$ cat config.mk
export PLATFORM = sky130hd
export DESIGN_NAME = ldr_ctrl
export DESIGN_NICKNAME = d
export VERILOG_FILES = /design/src/rtl/ldr_pkg.sv /design/src/rtl/ldr_ctrl.sv
export SDC_FILE = /design/constraint.sdc
export NUM_CORES = 1
export LEC_CHECK = 0
export ABC_AREA = 1
export BUFFER_PORTS_ARGS = -buffer_cell sky130_fd_sc_hd__buf_2
export CAP_MARGIN = 30
export CORE_AREA = 2 2 39 41
export DETAILED_ROUTE_END_ITERATION = 7
export DIE_AREA = 0 0 41 43
export GPL_ROUTABILITY_DRIVEN = 0
export PLACE_DENSITY = 0.39
export SLEW_MARGIN = 20
export SYNTH_ARGS = -nofsm -noshare
export SYNTH_HDL_FRONTEND = slang
export SYNTH_SLANG_ARGS = --single-unit
export TNS_END_PERCENT = 20
$ cat constraint.sdc
create_clock -name i_clk -period 2.5 [get_ports i_clk]
set_input_delay 0.25 -clock i_clk [delete_from_list [all_inputs] [get_ports i_clk]]
set_output_delay 0.25 -clock i_clk [all_outputs]
set_load 0.1 [all_outputs]
$ cat src/rtl/ldr_pkg.sv
// Shared types and codes for the lock directory block.
// Used by the controller, the datapath and the top level; no dependencies.
package ldr_pkg;

    // Lock modes as stored in a directory entry.
    localparam logic [1:0] MODE_ABSENT   = 2'd0;
    localparam logic [1:0] MODE_FREE     = 2'd1;
    localparam logic [1:0] MODE_GRANTED  = 2'd2;
    localparam logic [1:0] MODE_REVOKING = 2'd3;

    // Response status codes.
    localparam logic [1:0] ST_OK        = 2'd0;
    localparam logic [1:0] ST_RETRY     = 2'd1;
    localparam logic [1:0] ST_VIOLATION = 2'd2;

    // Callback message codes.
    localparam logic [1:0] MSG_NONE   = 2'd0;
    localparam logic [1:0] MSG_REVOKE = 2'd1;
    localparam logic [1:0] MSG_RETRY  = 2'd2;

    // Request kinds.
    localparam logic KIND_ACQUIRE = 1'b0;
    localparam logic KIND_RELEASE = 1'b1;

    // Request transaction payload.
    typedef struct packed {
        logic       kind;
        logic [7:0] lock_id;
        logic [5:0] client_id;
    } t_req;

    // Response transaction payload.
    typedef struct packed {
        logic [1:0] status;
        logic [1:0] message;
        logic [5:0] message_client;
        logic [7:0] message_lock;
    } t_rsp;

    // Commands from the controller to the datapath.
    typedef struct packed {
        logic clear;
        logic accept;
        logic exec;
    } t_cmd;

    // Status from the datapath to the controller.
    typedef struct packed {
        logic clear_last;
        logic out_free;
    } t_sts;

endpackage

$ cat src/rtl/ldr_ctrl.sv
// Controller for the lock directory: clearing sweep, request accept and execute.
// Depends on ldr_pkg for the command and status structs.
module ldr_ctrl (
    input  logic          i_clk,
    input  logic          i_rst_n,
    input  logic          i_in_valid,
    output logic          o_in_stall,
    input  ldr_pkg::t_sts i_sts,
    output ldr_pkg::t_cmd o_cmd
);

    typedef enum logic [2:0] {
        S_CLEAR = 3'b001,
        S_IDLE  = 3'b010,
        S_EXEC  = 3'b100
    } t_state;

    t_state r_state;
    t_state n_state;

    // Next-state logic.
    always_comb begin
        n_state = r_state;
        case (r_state)
            S_CLEAR: begin
                if (i_sts.clear_last) begin
                    n_state = S_IDLE;
                end
            end
            S_IDLE: begin
                if (i_in_valid) begin
                    n_state = S_EXEC;
                end
            end
            S_EXEC: begin
                if (i_sts.out_free) begin
                    n_state = S_IDLE;
                end
            end
            default: begin
                n_state = S_CLEAR;
            end
        endcase
    end

    // State register; reset starts the clearing sweep.
    always_ff @(posedge i_clk) begin
        if (!i_rst_n) begin
            r_state <= S_CLEAR;
        end else begin
            r_state <= n_state;
        end
    end

    // Commands to the datapath.
    assign o_cmd.clear  = (r_state == S_CLEAR);
    assign o_cmd.accept = (r_state == S_IDLE) && i_in_valid;
    assign o_cmd.exec   = (r_state == S_EXEC) && i_sts.out_free;
    assign o_in_stall   = (r_state != S_IDLE);

endmodule

* After elaboration in Yosys (flattened, before gate mapping)
Index checks and enable logic that the tools add are counted.
Widths: inputs -> output; s select.
** Word-level totals
- Bits in registers :: 3
- Input port bits :: 5
- Output and inout bits :: 4
- Word-level logic and storage cells :: 15
** Cells by class
- Eq/ne operators :: 7
- Multiplexer cells :: 4
- Reduce and logical (&&, ||, !) cells :: 3
** Operators by type and width (count)
- $mux 3 :: 3
- $pmux 3 s3 :: 1
- $ne 2x2->1 const B :: 3
- $eq 3x1->1 const B :: 1
- $eq 3x2->1 const B :: 1
- $eq 3x3->1 const B :: 1
- $ne 3x2->1 const B :: 1
- $reduce_and 3->1 :: 1
- $logic_and 1x1->1 :: 2

* Longest topological paths before layout
Gate-level depths: netlist of the first run.
- Depth in word-level cells :: 3
- Gate-level depth with buffers :: 5

* Worst setup path after synthesis of the first run
OpenSTA, ideal clock, no wires.
- Path type :: reg-to-output
- From :: register r_state[0]
- To :: output o_cmd[0] (netlist name)
- Arrival :: 1775 ps
- Setup slack :: 475 ps
- Stages on the path, launching flop included :: 4
- Cells stage by stage :: dfxtp_1 nor2_2 nand2_1 nor2_1
** RTL lines
- from (decl) :: line ldr_ctrl.sv:18 : t_state r_state;
- from (signal assigned) :: line ldr_ctrl.sv:51 : r_state <= n_state;
- to (decl) :: line ldr_ctrl.sv:9 : output ldr_pkg::t_cmd o_cmd

==> results of run 1 <==
[routing by layer]
metal  routed length (µm)  up-vias  global-route usage, %  share of wire [%]
met5                    0        -                      0                  0
met4                   10        0                   10.0                2.3
met3                   34        2                   3.14                7.8
met2                  203       11                   9.38                 46
met1                  189       82                   6.71                 43
li1                     -      108                      -                  -
[path summary, 6_finish.rpt]
| kind | depth (start not counted) | slack, ns | end | start |
|---|---|---|---|---|
| max | 4 | 0.94 | o_cmd[0] | r_state[0]$_SDFFE_PN1P_ |
| max reg2reg | 5 | 1.58 | r_state[1]$_SDFFE_PN0P_ | r_state[1]$_SDFFE_PN0P_ |
| min | 2 | 0.22 | r_state[0]$_SDFFE_PN1P_ | i_rst_n |
| min reg2reg | 2 | 0.60 | r_state[2]$_SDFFE_PN0P_ | r_state[2]$_SDFFE_PN0P_ |
[placed cells by master (no fill, tap or decap), drive strengths merged]
cell type / count
buf: 8
nor2: 6
dfxtp: 3
a21boi: 1
nand3: 7
inv: 7
nand2: 2
clkbuf: 4
nand4: 1
[metrics by stage]
step	worst slack [ns]	total power (µW)	instances
after floorplan	0.475	153	27
after global placement	1.20	170	51
after CTS	0.920	261	55
after global routing	0.885	272	55
final	0.938	256	55
after detailed placement	1.18	171	51
[power by group through the flow]
stage               clock (µW)  sequential (µW)  combinational, µW
CTS                       90.8             64.5                105
global placement             0             65.3                105
floorplan                    0             63.6               89.2
detailed placement           0             65.3                105
global route              93.6             65.8                113
finish                    86.4             64.7                105
[cells by family (layout without fill, tap and decap cells)]
logic type	Yosys count	after routing	synth area share [%]
AO/OA/AOI/OAI	1	1	4.17
buffers and inverters	7	19	14.6
AND/OR/NAND/NOR	16	16	47.9
flip-flops	3	3	33.3
[cell type report]
class                      count  area, µm²
fill                         165       1120
multi-input combinational     17       93.8
sequential                     3       60.1
timing repair buffer           8       40.0
clock buffer                   4       26.3
inverter                       7       26.3
tap                           16       20.0
==> impl_metrics.json, run 1 <==
{
  "run_status": "finished clean",
  "synth_area_leaders": "dfxtp_1 33%, nand3_1 14%, nand3_2 11%",
  "maxCapViolations": 0,
  "synth_top_cell_by_area": "dfxtp_1",
  "slew_headroom_pct": 68.0,
  "synthArstFlopShare_pct": 0,
  "vias": 203,
  "netlist.area_leader.share_pct": 33.3,
  "synth_seq_cells": 3,
  "core_area_um2": 1380,
  "yosysWarnings": 0,
  "pwr-share-comb_pct": 40.9,
  "syn-mean-instance-area_um2": 6.67,
  "pwr_density_cell_nw_per_um2": 960,
  "p_int_uw": 138,
  "grt_max_degree": 5,
  "port_buffers": 8,
  "synthesis.area_um2": 180,
  "grt_setup_unrepaired": "no",
  "antenna_left": 0,
  "final_area_um2": 267,
  "die_y_um": 43,
  "min_period_ns": 1.56,
  "grt_usage_pct": 7.21,
  "crit_type": "flop to primary output",
  "die_w_um": 41,
  "hold_slack_ns": 0.222,
  "fp.dieArea_um2": 1760,
  "wire_per_inst_um": 7.96,
  "firstDrtPassIters": 4,
  "path_clk_slew_ns": 0.04,
  "cts_resized": 0,
  "numCtsBuffers": 3,
  "synth_edf_count": 0,
  "cts.htree.levels": 1,
  "synthTopCellsByCount": "5 x inv_1, 5 x nand3_1, 4 x nor2_1",
  "end_kind": "primary output",
  "grt_pass1_wl_um": 772,
  "p_sw_share_pct": 46.1,
  "area_growth_pct": 47.9,
  "final_layout_size_suffix_gt1_share_pct": 43.6,
  "max_freq_mhz": 640,
  "fin_skew_ns": 0.00279,
  "antenna-diode-count": 0,
  "ioPinCount": 9,
  "final_util_pct": 19.3,
  "clockBufferDepth": 2,
  "finalNetCount": 45,
  "cp_cell_sequence": "nor2_2 > nand2_1 > nor2_1 > buf_2",
  "hold_class": "input pin to flop",
  "worstPathBufferInverterCount": 1,
  "p_clk_share_pct": 33.8,
  "critPathMaxFanout": 3,
  "synth.distinct_cells": 10,
  "clkLatencyLatePin_ns": 0.23,
  "largest_register_ffs": 3,
  "cts_sinks": 3,
  "slew_viol_final": 0,
  "pwr-share-seq_pct": 25.3,
  "tightest_slew_ns": 0.483,
  "grt-ovfl-total": 0,
  "cp.required_ns": 2.25,
  "start_util_pct": 13.0,
  "first_iter_violations": 5,
  "reg_top3": "r_state (3)",
  "critPathTopFamily": "buffers and inverters",
  "top_register": "r_state",
  "critPathArrivalTime_ns": 1.31,
  "antenna_found_initial": 0,
  "post_dp_cell_area_um2": 240,
  "fin_crit_sh_pct": 62.5,
  "routed_via_density": 3.69,
  "ys_seq_area_share_pct": 33.3,
  "holdBufCountCts": 0,
  "slowest_delay_ns": 0.43,
  "std_cell_rows": 14,
  "drc": 0,
  "syn-num-nets": 32,
  "synth_ff_type": "dfxtp_1",
  "syn_inst": 27,
  "clockRootBuffer": "clkbuf_4",
  "wl_um": 438,
  "finalSetupTns_ns": 0,
  "dp_hpwl_um": 364,
  "hold_viol_final": 0,
  "grt_pass1_vias": 214,
  "start_kind": "flop",
  "power.switching_uw": 118,
  "setup_violations": 0,
  "critPathSlowestCell": "buf_2",
  "cts_tree": "yes",
  "power.leakage_uw": 0.000144,
  "vdd_drop_max_mv": 0.275,
  "post_cts_buffers": 0
}
(Power assumes the default switching activity.)
==> run 2: changes to the inputs <==
==> constraint.sdc (replaced) <==
create_clock -name i_clk -period 1.6 [get_ports i_clk]
set_input_delay 0.16 -clock i_clk [delete_from_list [all_inputs] [get_ports i_clk]]
set_output_delay 0.16 -clock i_clk [all_outputs]
set_load 0.1 [all_outputs]
==> run 2 against run 1 <==
  * Sequential cell count unchanged
  * Clock skew down 0.0022 ns
  * Count of clock-buffer cells in the layout unchanged
  * Cell count did not move
  * Via count is 4.9% higher
  * Utilization increased by 0.18 points
  * Combinational power increased by 56%
  * Clock power rose by 50%
  * Critical path type unchanged
  * Critical endpoint unchanged
  * Highest routed layer unchanged
==> impl_metrics.json, run 2 (synthesis results as in run 1) <==
{
  "antenna-diode-count": 0,
  "start_util_pct": 13.0,
  "hold_class": "input pin to flop",
  "start_kind": "flop",
  "grt_usage_pct": 6.82,
  "post_dp_cell_area_um2": 243,
  "post_cts_buffers": 0,
  "critPathArrivalTime_ns": 1.29,
  "final_area_um2": 269,
  "rrSetupSlack_ns": 0.69,
  "cp.required_ns": 1.44,
  "cts.htree.levels": 1,
  "die_y_um": 43,
  "layout_commonest_cell": "buf_2",
  "largest_register_ffs": 3,
  "clkLatencyLatePin_ns": 0.23,
  "die_w_um": 41,
  "hold_viol_final": 0,
  "final_layout_size_suffix_gt1_share_pct": 46.2,
  "std_cell_rows": 14,
  "regArea_um2": 60.1,
  "cts_tree": "yes",
  "numCtsBuffers": 3,
  "port_buffers": 8,
  "ioPinCount": 9,
  "grt_pass1_wl_um": 717,
  "multi_input_area_um2": 96.3,
  "reg_top3": "r_state (3)",
  "path_clk_slew_ns": 0.04,
  "wire_per_inst_um": 7.58,
  "finalNetCount": 45,
  "slew_headroom_pct": 67.8,
  "power.leakage_uw": 0.000144,
  "cts_sinks": 3,
  "dp_slack_ns": 0.378,
  "setup_violations": 0,
  "max_freq_mhz": 690,
  "critPathMaxFanout": 3,
  "clockRootBuffer": "clkbuf_4",
  "clockBufferDepth": 2,
  "finalSetupTns_ns": 0,
  "grt_setup_unrepaired": "no",
  "pwr_density_cell_nw_per_um2": 1460,
  "grt_max_degree": 5,
  "dp_hpwl_um": 360,
  "antenna_found_initial": 0,
  "routed_via_density": 3.87,
  "vias": 213,
  "worst_slack_ns": 0.151,
  "fp.dieArea_um2": 1760,
  "drc": 0,
  "nFillCells": 158,
  "holdBufCountCts": 0,
  "vdd_drop_max_mv": 0.396,
  "cts_resized": 0,
  "mostFrequentLayoutCells": "8 x buf_2, 5 x inv_1, 5 x nand3_1",
  "firstDrtPassIters": 4,
  "core_area_um2": 1380,
  "area_growth_pct": 49.3,
  "final_util_pct": 19.4,
  "maxCapViolations": 0,
  "min_period_ns": 1.45,
  "fin_crit_sh_pct": 90.6,
  "end_kind": "primary output",
  "tightest_slew_ns": 0.486,
  "slew_viol_final": 0,
  "grt-ovfl-total": 0,
  "run_status": "finished clean",
  "fin_skew_ns": 0.000639,
  "grt_pass1_vias": 198,
  "antenna_left": 0,
  "crit_type": "flop to primary output",
  "top_register": "r_state",
  "wl_um": 417,
  "first_iter_violations": 2
}
## run 2: cell counts in the layout (fill, tap and decap cells not counted)
Identical to the previous run, type by type.
## run 2: report_power, final
part / internal [µW] / total (µW) / switching, µW
Clock: 93.3 / 130 / 36.4
Sequential: 86.5 / 101 / 14.1
Combinational: 35.4 / 164 / 128
## run 2: worst max-delay path, cell delays in order, from the launching register on
cell,delay [ns]
dfxtp_1,0.33
nor2_2,0.12
nand2_1,0.10
nor2_2,0.08
buf_2,0.42
## run 2: layer usage
metal / global-route usage [%] / vias up / routed length [µm]
li1: - / 109 / -
met1: 6.41 / 97 / 185
met2: 8.44 / 5 / 192
met3: 3.14 / 2 / 28
met4: 10.0 / 0 / 10
met5: 0 / - / 0
## run 2: layout make-up
class                      instances  area share (%)
tap                               16            7.44
clock buffer                       4            9.77
timing repair buffer               8            14.9
sequential                         3            22.3
multi-input combinational         17            35.8
inverter                           7            9.77
## run 2: worst paths after layout
check                          start                      end  depth (start not counted)
max          r_state[0]$_SDFFE_PN1P_                 o_cmd[0]                          4
min                          i_rst_n  r_state[0]$_SDFFE_PN1P_                          2
max reg2reg  r_state[1]$_SDFFE_PN0P_  r_state[1]$_SDFFE_PN0P_                          5
min reg2reg  r_state[2]$_SDFFE_PN0P_  r_state[2]$_SDFFE_PN0P_                          2
## run 2: per-stage QoR
stage,cells,power (µW),hold slack (ns)
after floorplan,27,239,0.244
after global placement,51,266,0.379
after detailed placement,51,267,0.375
after CTS,55,403,0.132
after global routing,55,424,0.156
final,55,394,0.139
==> run 3: changes to the inputs <==
==> constraint.sdc (replaced) <==
create_clock -name i_clk -period 1.8 [get_ports i_clk]
set_input_delay 0.18 -clock i_clk [delete_from_list [all_inputs] [get_ports i_clk]]
set_output_delay 0.18 -clock i_clk [all_outputs]
set_load 0.1 [all_outputs]
==> run 3 against run 2 <==
  * Clock skew about the same
  * Global-route usage rose by 0.11 points
  * Routed wire length up 6.0%
  * Die area did not move
  * Sequential share of layout area stayed put
  * Non-clock buffer count did not move
  * Register-to-register slack improved by 0.21 ns
  * Cell count did not move
  * Combinational power shrank 11%
  * Critical path type unchanged
  * Critical endpoint unchanged
  * Largest cell class unchanged
  * Highest routed layer is now met3
==> impl_metrics.json, run 3 (synthesis results as in run 1) <==
{
  "cts.htree.levels": 1,
  "antenna-diode-count": 0,
  "clkLatencyLatePin_ns": 0.23,
  "stdcell_count": 55,
  "slew_headroom_pct": 67.7,
  "hold_viol_final": 0,
  "ioPinCount": 9,
  "std_cell_rows": 14,
  "fp.dieArea_um2": 1760,
  "worstHoldPathCells": 2,
  "critPathArrivalTime_ns": 1.29,
  "crit_type": "flop to primary output",
  "antenna_found_initial": 0,
  "placed_cells": 51,
  "grt_max_degree": 5,
  "wire_per_inst_um": 8.04,
  "min_period_ns": 1.47,
  "finalNetCount": 45,
  "antenna_left": 0,
  "fin_crit_sh_pct": 81.7,
  "core_area_um2": 1380,
  "cpMostUsedCell": "nor2_2",
  "slowest_delay_ns": 0.42,
  "cts_resized": 0,
  "cp_cell_sequence": "nor2_2 > nand2_1 > nor2_2 > buf_2",
  "layout_commonest_cell": "buf_2",
  "cts_tree": "yes",
  "slew_viol_final": 0,
  "die_w_um": 41,
  "critPathMaxFanout": 3,
  "maxCapViolations": 0,
  "clockRootBuffer": "clkbuf_4",
  "grt_pass1_wl_um": 765,
  "power.leakage_uw": 0.000144,
  "tightest_slew_ns": 0.489,
  "reg2reg_depth": 5,
  "wl_um": 442,
  "run_status": "finished clean",
  "port_buffers": 8,
  "finalSetupTns_ns": 0,
  "drc": 0,
  "routed_via_density": 3.71,
  "nFillCells": 170,
  "multi_input_area_um2": 96.3,
  "pwr_density_cell_nw_per_um2": 1310,
  "holdBufCountCts": 0,
  "rrSetupSlack_ns": 0.90,
  "first_iter_violations": 3,
  "reg2reg_from": "r_state[1]$_SDFFE_PN0P_",
  "critPathSlowestCell": "buf_2",
  "r2r-end": "r_state[1]$_SDFFE_PN0P_",
  "end_kind": "primary output",
  "reg_top3": "r_state (3)",
  "hold_class": "input pin to flop",
  "vdd_drop_max_mv": 0.340,
  "hold_path_startpoint": "i_rst_n",
  "clockBufferDepth": 2,
  "grt_pass1_vias": 224,
  "mostFrequentLayoutCells": "8 x buf_2, 5 x inv_1, 5 x nand3_1",
  "fin_skew_ns": 0.000395,
  "area_growth_pct": 49.3,
  "largest_register_ffs": 3,
  "path_clk_slew_ns": 0.04,
  "post_cts_buffers": 0,
  "cp.required_ns": 1.62,
  "grt_usage_pct": 6.93,
  "regArea_um2": 60.1,
  "final_layout_size_suffix_gt1_share_pct": 46.2,
  "start_kind": "flop",
  "cts_sinks": 3,
  "grt_setup_unrepaired": "no",
  "dp_hpwl_um": 360,
  "vias": 204,
  "hold_end": "r_state[0]$_SDFFE_PN1P_",
  "numCtsBuffers": 3,
  "grt-ovfl-total": 0,
  "setup_violations": 0,
  "firstDrtPassIters": 4,
  "start_util_pct": 13.0,
  "max_freq_mhz": 680,
  "top_register": "r_state",
  "die_y_um": 43
}
## run 3: worst max path at each step
| stage | startpoint | to | depth (start not counted) | slack [ns] |
|---|---|---|---|---|
| 6_report | r_state[0]$_SDFFE_PN1P_ | o_cmd[0] | 4 | 0.33 |
| 2_1_floorplan | r_state[0]$_SDFFE_PN1P_ | o_cmd[0] | 3 | 0.30 |
| 3_5_place_dp | r_state[0]$_SDFFE_PN1P_ | o_cmd[0] | 4 | 0.56 |
| 5_1_grt | r_state[0]$_SDFFE_PN1P_ | o_cmd[0] | 4 | 0.27 |
| 4_1_cts | r_state[0]$_SDFFE_PN1P_ | o_cmd[0] | 4 | 0.31 |
| 3_3_place_gp | r_state[0]$_SDFFE_PN1P_ | o_cmd[0] | 4 | 0.56 |
## run 3: layout make-up
cell class	instances	share of cell area, %
well taps	16	7.44
repair buffers	8	14.9
inverters	7	9.77
flip-flops and latches	3	22.3
clock buffers	4	9.77
multi-input cells	17	35.8
## run 3: per-stage QoR
| stage | power [µW] | worst slack [ns] | hold WS [ns] | utilization (%) | area, µm² |
|---|---|---|---|---|---|
| 6_report | 351 | 0.330 | 0.162 | 19.4 | 269 |
| 5_1_grt | 373 | 0.268 | 0.187 | 19.4 | 269 |
| 4_1_cts | 361 | 0.307 | 0.154 | 19.4 | 269 |
| 3_5_place_dp | 237 | 0.563 | 0.395 | 17.5 | 243 |
| 3_3_place_gp | 237 | 0.563 | 0.399 | 17.5 | 243 |
| 2_1_floorplan | 212 | 0.301 | 0.264 | - | 183 |
## run 3: power breakdown
part / total [µW] / internal [µW] / switching (µW)
registers: 89.2 / 76.9 / 12.3
clock network: 116 / 83.0 / 33.3
logic: 146 / 31.5 / 114
## run 3: metal layers
| metal | up-vias | global-route usage [%] | part of all wire, % |
|---|---|---|---|
| met3 | 0 | 2.62 | 8.4 |
| met4 | 0 | 10.7 | 0 |
| met1 | 91 | 5.79 | 36 |
| met2 | 5 | 9.38 | 55 |
| met5 | - | 0 | 0 |
| li1 | 108 | - | - |
## run 3: critical path, delay by kind of cell (launching register included)
| kind | cells | cell delay (ns) |
|---|---|---|
| and+or+nand+nor | 3 | 0.30 |
| buffers and inverters | 1 | 0.42 |
| DFF | 1 | 0.33 |
